File: config.mk
export PLATFORM = sky130hd
export DESIGN_NAME = sha256_block_compression_unit
export DESIGN_NICKNAME = d
export VERILOG_FILES = /design/src/rtl/core/sha256bc_pkg.sv /design/src/rtl/core/sha256bc_sched.sv /design/src/rtl/core/sha256bc_round.sv /design/src/rtl/core/sha256_block_compression_unit.sv
export VERILOG_INCLUDE_DIRS = /design/src /design/src/rtl/core
export SDC_FILE = /design/constraint.sdc
export NUM_CORES = 2
export LEC_CHECK = 0
export BUFFER_PORTS_ARGS = -buffer_cell sky130_fd_sc_hd__buf_2
export CAP_MARGIN = 25
export CORE_UTILIZATION = 60
export DETAILED_ROUTE_END_ITERATION = 8
export GPL_TIMING_DRIVEN = 0
export MAX_ROUTING_LAYER = met4
export PLACE_DENSITY = 0.79
export SLEW_MARGIN = 30
export SYNTH_ARGS = -nofsm -noshare
export SYNTH_HDL_FRONTEND = slang
export SYNTH_SLANG_ARGS = --single-unit
export TNS_END_PERCENT = 10
File: constraint.sdc
create_clock -name clk_i -period 16.3 [get_ports clk_i]
set_input_delay 1.63 -clock clk_i [delete_from_list [all_inputs] [get_ports clk_i]]
set_output_delay 1.63 -clock clk_i [all_outputs]
set_load 0.02 [all_outputs]
File: src/rtl/core/sha256_block_compression_unit_defines.svh
// ----------------------------------------------------------------------------
// sha256 block compression unit assertion macros
// concurrent property wrappers, empty when NO_ASSERTIONS is defined
// ----------------------------------------------------------------------------
`ifndef SHA256_BLOCK_COMPRESSION_UNIT_DEFINES_SVH
`define SHA256_BLOCK_COMPRESSION_UNIT_DEFINES_SVH

`ifndef NO_ASSERTIONS
// same-cycle implication
`define SBC_ASSERT_SAME(label, clk, rst_n, ante, cons) \
  label: assert property (@(posedge clk) disable iff (!rst_n) (ante) |-> (cons)) \
    else $error("sha256 compression unit: assertion failed");
// next-cycle implication
`define SBC_ASSERT_NEXT(label, clk, rst_n, ante, cons) \
  label: assert property (@(posedge clk) disable iff (!rst_n) (ante) |=> (cons)) \
    else $error("sha256 compression unit: assertion failed");
`else
`define SBC_ASSERT_SAME(label, clk, rst_n, ante, cons)
`define SBC_ASSERT_NEXT(label, clk, rst_n, ante, cons)
`endif

`endif

File: src/rtl/core/sha256bc_pkg.sv
// ----------------------------------------------------------------------------
// sha256bc_pkg
// shared types, constants and sigma functions of the compression unit
// ----------------------------------------------------------------------------
`default_nettype none

package sha256bc_pkg;

  localparam int unsigned WordW   = 32;
  localparam int unsigned AddrW   = 3;
  localparam int unsigned Rounds  = 64;
  localparam int unsigned RoundW  = $clog2(Rounds);
  localparam int unsigned BlkWds  = 16;
  localparam int unsigned CntW    = $clog2(BlkWds);
  localparam int unsigned ChainN  = 8;
  localparam int unsigned IdxW    = $clog2(ChainN);

  localparam logic [CntW-1:0]   LastWordIdx  = CntW'(BlkWds - 1);
  localparam logic [RoundW-1:0] LastRound    = RoundW'(Rounds - 1);
  localparam logic [IdxW-1:0]   LastChainIdx = IdxW'(ChainN - 1);

  // register map, index = byte address / 4
  localparam logic [AddrW-3:0] RegByteSwap = '0;

  typedef logic [WordW-1:0] word_t;
  typedef logic [ChainN-1:0][WordW-1:0] chain_t;
  typedef logic [BlkWds-1:0][WordW-1:0] window_t;

  typedef enum logic [3:0] {
    ST_IDLE  = 4'b0001,
    ST_ROUND = 4'b0010,
    ST_FINAL = 4'b0100,
    ST_EMIT  = 4'b1000
  } state_e;

  typedef struct packed {
    logic load_word;  // shift an accepted message word into the schedule
    logic init_hash;  // reload chaining value with the initial hash
    logic load_vars;  // copy chaining value into working variables
    logic do_round;   // one compression round, schedule steps once
    logic add_back;   // chaining value += working variables
  } ctrl_t;

  localparam word_t ROUND_K [Rounds] = '{
    32'h428a2f98, 32'h71374491, 32'hb5c0fbcf, 32'he9b5dba5,
    32'h3956c25b, 32'h59f111f1, 32'h923f82a4, 32'hab1c5ed5,
    32'hd807aa98, 32'h12835b01, 32'h243185be, 32'h550c7dc3,
    32'h72be5d74, 32'h80deb1fe, 32'h9bdc06a7, 32'hc19bf174,
    32'he49b69c1, 32'hefbe4786, 32'h0fc19dc6, 32'h240ca1cc,
    32'h2de92c6f, 32'h4a7484aa, 32'h5cb0a9dc, 32'h76f988da,
    32'h983e5152, 32'ha831c66d, 32'hb00327c8, 32'hbf597fc7,
    32'hc6e00bf3, 32'hd5a79147, 32'h06ca6351, 32'h14292967,
    32'h27b70a85, 32'h2e1b2138, 32'h4d2c6dfc, 32'h53380d13,
    32'h650a7354, 32'h766a0abb, 32'h81c2c92e, 32'h92722c85,
    32'ha2bfe8a1, 32'ha81a664b, 32'hc24b8b70, 32'hc76c51a3,
    32'hd192e819, 32'hd6990624, 32'hf40e3585, 32'h106aa070,
    32'h19a4c116, 32'h1e376c08, 32'h2748774c, 32'h34b0bcb5,
    32'h391c0cb3, 32'h4ed8aa4a, 32'h5b9cca4f, 32'h682e6ff3,
    32'h748f82ee, 32'h78a5636f, 32'h84c87814, 32'h8cc70208,
    32'h90befffa, 32'ha4506ceb, 32'hbef9a3f7, 32'hc67178f2
  };

  // element 0 is the first state word
  localparam chain_t INIT_HASH = {
    32'h5be0cd19, 32'h1f83d9ab, 32'h9b05688c, 32'h510e527f,
    32'ha54ff53a, 32'h3c6ef372, 32'hbb67ae85, 32'h6a09e667
  };

  function automatic word_t big_sigma0(input word_t x);
    return {x[1:0], x[31:2]} ^ {x[12:0], x[31:13]} ^ {x[21:0], x[31:22]};
  endfunction

  function automatic word_t big_sigma1(input word_t x);
    return {x[5:0], x[31:6]} ^ {x[10:0], x[31:11]} ^ {x[24:0], x[31:25]};
  endfunction

  function automatic word_t small_sigma0(input word_t x);
    return {x[6:0], x[31:7]} ^ {x[17:0], x[31:18]} ^ {3'b000, x[31:3]};
  endfunction

  function automatic word_t small_sigma1(input word_t x);
    return {x[16:0], x[31:17]} ^ {x[18:0], x[31:19]} ^ {10'b0, x[31:10]};
  endfunction

endpackage

`default_nettype wire

File: src/rtl/core/sha256bc_sched.sv
// ----------------------------------------------------------------------------
// sha256bc_sched
// sixteen-word message schedule window, expands one word per round
// ----------------------------------------------------------------------------
`default_nettype none

module sha256bc_sched
  import sha256bc_pkg::*;
(
  input  wire   clk_i,
  input  ctrl_t ctrl_i,
  input  word_t word_i,
  output word_t w_o
);

  window_t win_q, win_d;
  word_t   w_next;

  // element 0 holds w[t], element 15 the newest word
  assign w_next = small_sigma1(win_q[14]) + win_q[9] + small_sigma0(win_q[1]) + win_q[0];
  assign w_o    = win_q[0];

  always_comb begin
    win_d = win_q;
    if (ctrl_i.load_word) begin
      win_d = {word_i, win_q[BlkWds-1:1]};
    end else if (ctrl_i.do_round) begin
      win_d = {w_next, win_q[BlkWds-1:1]};
    end
  end

  always_ff @(posedge clk_i) begin
    win_q <= win_d;
  end

endmodule

`default_nettype wire

File: src/rtl/core/sha256bc_round.sv
// ----------------------------------------------------------------------------
// sha256bc_round
// working variables, shared round datapath and chaining value
// ----------------------------------------------------------------------------
`default_nettype none

module sha256bc_round
  import sha256bc_pkg::*;
(
  input  wire    clk_i,
  input  wire    rst_ni,
  input  ctrl_t  ctrl_i,
  input  word_t  k_i,
  input  word_t  w_i,
  output chain_t chain_o
);

  chain_t cv_q, cv_d;
  chain_t v_q, v_d;
  word_t  t1, t2, ch, maj;

  // v_q[0] is a, v_q[7] is h
  assign ch  = (v_q[4] & v_q[5]) ^ (~v_q[4] & v_q[6]);
  assign maj = (v_q[0] & v_q[1]) ^ (v_q[0] & v_q[2]) ^ (v_q[1] & v_q[2]);
  assign t1  = v_q[7] + big_sigma1(v_q[4]) + ch + k_i + w_i;
  assign t2  = big_sigma0(v_q[0]) + maj;

  always_comb begin
    v_d = v_q;
    if (ctrl_i.load_vars) begin
      v_d = cv_q;
    end else if (ctrl_i.do_round) begin
      v_d = {v_q[6], v_q[5], v_q[4], v_q[3] + t1, v_q[2], v_q[1], v_q[0], t1 + t2};
    end
  end

  always_comb begin
    cv_d = cv_q;
    if (ctrl_i.init_hash) begin
      cv_d = INIT_HASH;
    end else if (ctrl_i.add_back) begin
      for (int i = 0; i < ChainN; i++) begin
        cv_d[i] = cv_q[i] + v_q[i];
      end
    end
  end

  always_ff @(posedge clk_i or negedge rst_ni) begin
    if (!rst_ni) begin
      cv_q <= INIT_HASH;
    end else begin
      cv_q <= cv_d;
    end
  end

  always_ff @(posedge clk_i) begin
    v_q <= v_d;
  end

  assign chain_o = cv_q;

endmodule

`default_nettype wire

File: src/rtl/core/sha256_block_compression_unit.sv
// sha256 block compression unit
// sequence: words 0..14 fill the schedule; word 15 starts 64 rounds (one per cycle),
//   then the add-back into the chaining value, then the digest words are emitted
// input: no new word is taken until the digest of the block has been emitted, a limit set
//   by the single round datapath that is reused for all 64 rounds
// reset: chaining value = initial hash, word count 0, byte swap off, output empty
// ----------------------------------------------------------------------------
// sha256_block_compression_unit
// sha-256 compression engine with apb control, one message word per transaction
// ----------------------------------------------------------------------------
`default_nettype none

`include "sha256_block_compression_unit_defines.svh"

module sha256_block_compression_unit
  import sha256bc_pkg::*;
(
  input  wire               clk_i,
  input  wire               rst_ni,
  // apb configuration port
  input  wire               psel,
  input  wire               penable,
  input  wire               pwrite,
  input  wire  [AddrW-1:0]  paddr,
  input  wire  [31:0]       pwdata,
  output logic [31:0]       prdata,
  output logic              pready,
  // message word channel
  input  wire               in_valid_i,
  output logic              in_ready_o,
  input  wire  [WordW-1:0]  message_word_i,
  input  wire               start_new_i,
  // digest channel
  output logic              out_valid_o,
  input  wire               out_ready_i,
  output logic [WordW-1:0]  digest_word_o,
  output logic [IdxW-1:0]   word_index_o,
  output logic              last_o
);

  // --------------------------------------------------------------------------
  // configuration register
  // --------------------------------------------------------------------------
  logic byte_swap_q, byte_swap_d;
  logic cfg_wr;

  // only the register index bits decode, byte offset bits are ignored
  assign cfg_wr = psel & penable & pwrite;
  assign pready = 1'b1;

  always_comb begin
    byte_swap_d = byte_swap_q;
    if (cfg_wr && (paddr[AddrW-1:2] == RegByteSwap)) begin
      byte_swap_d = pwdata[0];
    end
  end

  always_comb begin
    prdata = '0;
    if (paddr[AddrW-1:2] == RegByteSwap) begin
      prdata = {31'b0, byte_swap_q};
    end
  end

  // --------------------------------------------------------------------------
  // sequencer state
  // --------------------------------------------------------------------------
  state_e            state_q, state_d;
  logic [CntW-1:0]   cnt_q, cnt_d;     // words of the current block received
  logic [RoundW-1:0] rnd_q, rnd_d;     // round number
  logic [IdxW-1:0]   emit_q, emit_d;   // next chaining word to emit

  logic   in_acc;
  logic   final_word;
  logic   emit_go;
  word_t  word_in;
  ctrl_t  ctrl;
  word_t  w_cur;
  chain_t chain;

  assign in_ready_o = (state_q == ST_IDLE);
  assign in_acc     = in_valid_i & in_ready_o;

  // a start flag makes the word word 0 of a new block, so it never closes one
  assign final_word = !start_new_i && (cnt_q == LastWordIdx);

  assign word_in = byte_swap_q
                 ? {message_word_i[7:0], message_word_i[15:8],
                    message_word_i[23:16], message_word_i[31:24]}
                 : message_word_i;

  // the output register must be free before the next chaining word moves in
  assign emit_go = (state_q == ST_EMIT) && (!out_valid_o || out_ready_i);

  always_comb begin
    ctrl.load_word = in_acc;
    ctrl.init_hash = in_acc & start_new_i;
    ctrl.load_vars = in_acc & final_word;
    ctrl.do_round  = (state_q == ST_ROUND);
    ctrl.add_back  = (state_q == ST_FINAL);
  end

  always_comb begin
    state_d = state_q;
    cnt_d   = cnt_q;
    rnd_d   = rnd_q;
    emit_d  = emit_q;
    case (state_q)
      ST_IDLE: begin
        if (in_acc) begin
          if (start_new_i) begin
            cnt_d = CntW'(1);
          end else if (final_word) begin
            cnt_d   = '0;
            rnd_d   = '0;
            state_d = ST_ROUND;
          end else begin
            cnt_d = cnt_q + CntW'(1);
          end
        end
      end
      ST_ROUND: begin
        rnd_d = rnd_q + RoundW'(1);
        if (rnd_q == LastRound) begin
          state_d = ST_FINAL;
        end
      end
      ST_FINAL: begin
        emit_d  = '0;
        state_d = ST_EMIT;
      end
      ST_EMIT: begin
        if (emit_go) begin
          emit_d = emit_q + IdxW'(1);
          if (emit_q == LastChainIdx) begin
            state_d = ST_IDLE;
          end
        end
      end
      default: begin
        state_d = ST_IDLE;
      end
    endcase
  end

  always_ff @(posedge clk_i or negedge rst_ni) begin
    if (!rst_ni) begin
      state_q     <= ST_IDLE;
      cnt_q       <= '0;
      rnd_q       <= '0;
      emit_q      <= '0;
      byte_swap_q <= 1'b0;
    end else begin
      state_q     <= state_d;
      cnt_q       <= cnt_d;
      rnd_q       <= rnd_d;
      emit_q      <= emit_d;
      byte_swap_q <= byte_swap_d;
    end
  end

  // --------------------------------------------------------------------------
  // datapath
  // --------------------------------------------------------------------------
  sha256bc_sched u_sched (
    .clk_i  (clk_i),
    .ctrl_i (ctrl),
    .word_i (word_in),
    .w_o    (w_cur)
  );

  sha256bc_round u_round (
    .clk_i   (clk_i),
    .rst_ni  (rst_ni),
    .ctrl_i  (ctrl),
    .k_i     (ROUND_K[rnd_q]),
    .w_i     (w_cur),
    .chain_o (chain)
  );

  // --------------------------------------------------------------------------
  // output register, holds a digest word until its transaction completes
  // --------------------------------------------------------------------------
  logic out_valid_q, out_valid_d;

  always_comb begin
    out_valid_d = out_valid_q;
    if (emit_go) begin
      out_valid_d = 1'b1;
    end else if (out_ready_i) begin
      out_valid_d = 1'b0;
    end
  end

  always_ff @(posedge clk_i or negedge rst_ni) begin
    if (!rst_ni) begin
      out_valid_q <= 1'b0;
    end else begin
      out_valid_q <= out_valid_d;
    end
  end

  always_ff @(posedge clk_i) begin
    if (emit_go) begin
      digest_word_o <= chain[emit_q];
      word_index_o  <= emit_q;
      last_o        <= (emit_q == LastChainIdx);
    end
  end

  assign out_valid_o = out_valid_q;

  // --------------------------------------------------------------------------
  // assertions
  // --------------------------------------------------------------------------
  // the closing word of a block starts the round loop
  `SBC_ASSERT_NEXT(a_final_word_starts, clk_i, rst_ni, in_acc && final_word, state_q == ST_ROUND && rnd_q == '0)
  // the round loop ends after the last round
  `SBC_ASSERT_NEXT(a_rounds_end, clk_i, rst_ni, state_q == ST_ROUND && rnd_q == LastRound, state_q == ST_FINAL)
  // emission always begins at the first chaining word
  `SBC_ASSERT_NEXT(a_emit_from_zero, clk_i, rst_ni, state_q == ST_FINAL, state_q == ST_EMIT && emit_q == '0)
  // no message word is taken while a block is being compressed or emitted
  `SBC_ASSERT_SAME(a_no_input_busy, clk_i, rst_ni, state_q != ST_IDLE, !in_acc)

endmodule

`default_nettype wire

=== Word-level counts from Yosys, hierarchy flattened ===
Memory sizes are Yosys's and may differ from the RTL's.
Index checks and enable logic that the tools add are counted.
W data, S select, Z words.

* Input port bits: 75
* Bits in read-only memories: 2,048
* Flip-flop bits (word level): 1,079
* Memories: 1
* Logic and storage cells: 147
* Output and inout port bits: 71

* Eq/ne operators: 13
* Muxes and demuxes: 29
* Reductions and logical operators: 16
* Bitwise gates (word level): 24
* Order comparisons: 2
* Add/sub/neg operators: 21

{| class="wikitable"
|+ Memory list
! name !! depth !! bits a word !! read ports !! clocked after memory_dff !! write ports !! line !! text
|-
| (no name shown) || 64 || 32 || 1 || 0 || 0 || sha256_block_compression_unit.sv:176 || <nowiki>.k_i (ROUND_K[rnd_q]),</nowiki>
|}

{| class="wikitable"
|+ Operators by type and width
! operator !! count
|-
| $mux W256 || 4
|-
| $mux W512 || 2
|-
| $add A32 B32 Y32 || 18
|-
| $xor A32 B32 Y32 || 9
|-
| $and A32 B32 Y32 || 5
|-
| $mux W32 || 4
|-
| $bmux W32 S3 || 1
|-
| $mux W4 || 8
|-
| $not A32 Y32 || 1
|-
| $xor A32 B22 Y32 || 1
|-
| $xor A32 B29 Y32 || 1
|-
| $mux W6 || 3
|-
| $pmux W4 S4 || 1
|-
| $pmux W6 S2 || 1
|-
| $reduce_bool A2 Y1 || 6
|-
| $eq A4 B4 Y1 const B || 2
|-
| $ne A2 B1 Y1 const B || 4
|-
| $ge A7 B7 Y1 const B || 1
|-
| $not A6 Y7 || 1
|-
| $add A6 B1 Y6 const B || 1
|-
| $eq A6 B6 Y1 const B || 1
|-
| $pmux W3 S2 || 1
|-
| $reduce_and A6 Y1 || 1
|-
| $and A1 B1 Y1 || 5
|-
| other kinds (16) || 23
|}

=== Logic depth before layout (Yosys ltp) ===
* Word-level depth: 9
* Depth in mapped cells: 35
* Gate-level depth less buffers: 34

=== Cells and area by module ===
A second synthesis with hierarchy kept.

* Cells, all modules: 6,177
* Area, all modules: 69,294.0 µm²

{| class="wikitable"
|+ Modules (own cells, without submodules)
! module !! cells an instance !! area each (µm²) !! seq. area each (µm²) !! instances
|-
| sha256bc_round || 4,255 || 41,462.3 || 14,263.7 || 1
|-
| sha256bc_sched || 1,136 || 20,303.2 || 15,374.7 || 1
|-
| sha256_block_compression_unit || 786 || 7,528.5 || 1,557.7 || 1
|}

=== Worst setup path before layout ===
No wires, ideal clock.

* Path kind: in2reg
* Start point: input port in_valid_i
* End point: register u_sched.win_q (netlist bit u_sched.w_o[0]), enable pin
* Stages on the path: 3
* Arrival: 10.391 ns
* Required time: 12.647 ns
* Path slack: 2.256 ns
* Path through: nand2_1 -> clkbuf_1 -> nand2_1

* Longest elaborated chain between the ends: 2

{| class="wikitable"
|+ Ends and longest elaborated chain
! what !! line !! text
|-
| start, declared || sha256_block_compression_unit.sv:29 || <nowiki>input wire in_valid_i,</nowiki>
|-
| $and A1 B1 Y1 || sha256_block_compression_unit.sv:82 || <nowiki>assign in_acc = in_valid_i & in_ready_o;</nowiki>
|-
| $reduce_bool A2 Y1 (no line) || -- ||
|-
| end signal, assigned || sha256bc_sched.sv:33 || <nowiki>win_q <= win_d;</nowiki>
|-
| end, declared || sha256bc_sched.sv:16 || <nowiki>window_t win_q, win_d;</nowiki>
|}

Every way passes these cells.
A chain may end at the register's enable or synchronous reset.

==> impl_metrics.py <==
metrics = {
    "timing": {
        "setup_viol": 0,
        "final_max_slew_viol_count": 0,
        "maxSlewHeadroom_pct": 19.83,
        "rsz0062_at_grt": "false",
        "max_freq_mhz": 87.98,
        "finClkSkew_ps": 59.48,
        "fin_setup_tns_ps": 0,
        "whs_ps": 393.0,
        "period_share_pct": 69.73,
        "hold_viol": 0,
        "period_minus_slack_ps": 11370,
        "worst_pin_slew_ps": 1203,
    },
    "logic_synthesis": {
        "yosysWarnings": 0,
        "synth_area_sq_um": 67350,
        "synth_top_cell_by_area": "edfxtp_1",
        "synth_edf_count": 804,
        "avgSynthCellArea_sq_um": 10.78,
        "synthFlopType": "edfxtp_1",
        "ys_seq_elements": 1079,
        "synth_top_area_share_pct": 35.85,
        "ys_top_cells_by_area": "edfxtp_1, ha_1, fa_1, dfstp_2, dfrtp_1",
        "synth_seq_area_share_pct": 46.32,
        "ys_types": 101,
        "syn_inst": 6249,
        "async_flop_share_pct": 25.49,
    },
    "power_and_ir_drop": {
        "ir_worst_vdd_mv": 0.2151,
        "total_power_mw": 17.12,
        "p_per_area_nw_per_um2": 230.6,
        "p_leak_nw": 29.74,
    },
    "floorplan": {
        "rows": 122,
        "core_area_sq_um": 111000,
        "dieArea_sq_um": 113600,
        "io-pin-count": 146,
        "die_w_um": 337.0,
        "start_util_pct": 60.69,
        "die_h_um": 337.0,
    },
    "clock_tree": {
        "cts_tree": "yes",
        "cts_setup_buffers": 0,
        "clk_pin_slew_ps": 70,
        "clock-sinks": 1079,
        "cts_made_buffers": 112,
        "cts_resized": 0,
        "cts_buffer_depth": 3,
        "hold_buffers": 0,
        "clk_latency_ps": 760,
        "root_buffer": "clkbuf_16",
        "h-tree-depth": 3,
    },
    "routing": {
        "met1_length_um": 94370,
        "wl_met3_um": 34150,
        "routedWlPerCell_um": 30.24,
        "routed-wl-met2_um": 100900,
        "wirelength_um": 244900,
        "ant_nets": 0,
        "highest_layer": "met4",
        "drt-vias-per-instance": 6.620,
        "first_iter_violations": 7421,
        "vias": 53610,
        "drcViolationCount": 0,
        "firstDrtPassIters": 9,
    },
    "critical_path": {
        "r2r_setup_slack_ps": 4930,
        "max_stage_delay_ps": 830,
        "rr_worst_depth": 33,
        "required_ps": 16770,
        "critical_path.slowest_cell": "a2111oi_1",
        "rr_startpoint": "rnd_q[1]$_DFFE_PN0P_",
        "critPathKind": "reg -> reg",
        "end_kind": "flip-flop",
        "crit_top_cell": "a21o_1",
        "arrival_ps": 11840,
        "worstSetupStartpointType": "flip-flop",
        "crit_fanout": 10,
        "r2r_end": "u_round.v_q[28]$_DFFE_PP_",
    },
    "global_routing": {
        "grt.total_usage_pct": 44.51,
        "grt_remaining_overflow": 0,
        "antenna_found_initial": 11,
        "grt_pass1_vias": 50280,
        "grt_pass1_wl_um": 348800,
        "grt_max_degree": 84,
    },
    "worst_hold_path": {
        "hold_path_depth": 0,
        "hp-class": "reg -> reg",
        "min_from": "u_sched.win_q[153]$_DFFE_PP_",
        "min_to": "u_sched.win_q[121]$_DFFE_PP_",
    },
    "outcome": {
        "outcome": "complete, no violations",
    },
    "flow_run": {
        "drv_cap": 0,
    },
    "layout": {
        "final_layout_size_suffix_gt1_share_pct": 10.34,
        "final_nets": 7179,
        "final_core_util_pct": 66.92,
        "syn_to_final_growth_pct": 10.27,
    },
    "place": {
        "routabilityCongestion": 1.105,
        "portBuffers": 80,
        "dp_hpwl_um": 184900,
    },
}
[cells by family (layout without fill, tap and decap cells)]
group                      count (synthesis)  count (layout)  share of synthesized area (%)
and+or+nand+nor                         1755            1755                          11.34
AOI/OAI and AO/OA                       1502            1502                          13.98
DFF                                     1079            1079                          46.32
adders and majority gates                628             628                          13.78
xor gates and xnor gates                 555             555                          7.228
buffers and inverters                    546             863                          3.221
muxes                                    182             182                          4.119
other                                      2              46                        0.01115
[flip-flops by register name, summed over array words and instances (netlist names)]
register and cells:
last_o 1, rnd_q 6, u_sched.win_q 480, digest_word_o 32, byte_swap_q 1, u_round.chain_o 256
state_q 4, u_sched.w_o 32, emit_q 3, u_round.v_q 256, out_valid_o 1, cnt_q 4
word_index_o 3
[cell type report]
class / count / area (sq um)
well taps: 1488 / 1862
diodes: 14 / 35.03
inverters: 247 / 934.6
plain buffers: 299 / 1291
clock buffers: 139 / 3005
flip-flops and latches: 1079 / 31200
fillers: 8456 / 36710
multi-input cells: 4654 / 34170
clock inverters: 73 / 833.3
repair buffers: 105 / 939.7
[cell usage after synthesis, types with 71 or more instances]
cell type and instances:
inv_1 245, nand3_1 76, xnor2_1 376, dfrtp_1 138, nand2_1 918, a21o_1 181, fa_1 197, edfxtp_1 804
ha_1 409, clkbuf_1 234, xor2_1 178, dfstp_2 137, a21oi_1 458, o21ai_0 383, nor2_1 390, nand2b_1 71
nor3_1 71
[metrics by stage]
stage / worst slack [ps] / instance area, sq um / cells
detailed placement: 5265 / 70380 / 7872
global placement: -2386 / 69730 / 7847
finish: 4934 / 74270 / 8098
global route: 4702 / 74260 / 8094
CTS: 5232 / 74220 / 8084
floorplan: 2256 / 67460 / 6279
[power breakdown]
group          total [mW]  switching (mW)  internal, mW
clock network        2.72            1.19          1.53
registers            4.03           0.265          3.77
logic                10.4            6.36          4.01
total                17.1            7.82          9.31
[worst max-delay path, delay by kind of cell (launching register included)]
family,cells,cell delay (ps)
AOI/OAI and AO/OA,14,3240
xor gates and xnor gates,2,540
adders and majority gates,6,2640
buffers and inverters,4,1750
DFF,1,640
muxes,1,690
and+or+nand+nor,6,1540
[how the worst max path moves through the flow]
stage                               from  slack, ps  cells past startpoint                            to
floorplan                     in_valid_i       2260                      3      u_sched.w_o[0]$_DFFE_PP_
global placement              in_valid_i      -2390                      4  u_sched.win_q[207]$_DFFE_PP_
detailed placement  rnd_q[1]$_DFFE_PN0P_       5260                     33     u_round.v_q[28]$_DFFE_PP_
CTS                 rnd_q[1]$_DFFE_PN0P_       5230                     33     u_round.v_q[28]$_DFFE_PP_
global route        rnd_q[1]$_DFFE_PN0P_       4700                     33     u_round.v_q[28]$_DFFE_PP_
finish              rnd_q[1]$_DFFE_PN0P_       4930                     33     u_round.v_q[28]$_DFFE_PP_
[cells in the final DEF, fill, tap and decap left out, types with 60 or more instances in the layout]
| cell type | n |
|---|---|
| a21oi_1 | 457 |
| ha_1 | 409 |
| nand3_1 | 76 |
| fa_1 | 197 |
| dfrtp_1 | 138 |
| clkbuf_16 | 113 |
| nand2b_1 | 71 |
| xor2_1 | 178 |
| nand2_1 | 917 |
| edfxtp_1 | 804 |
| nor2_1 | 389 |
| xnor2_1 | 376 |
| mux4_2 | 70 |
| clkbuf_1 | 221 |
| mux2_2 | 60 |
| inv_1 | 243 |
| buf_2 | 86 |
| dfstp_2 | 137 |
| nor3_1 | 71 |
| o21ai_0 | 374 |
| a21o_1 | 181 |
[layer usage]
layer	global-route usage, %	up-vias
met2	60.56	3833
li1	-	22870
met3	13.81	752
met5	-	-
met4	23.35	0
met1	59.51	26160
(Power assumes the default switching activity.)
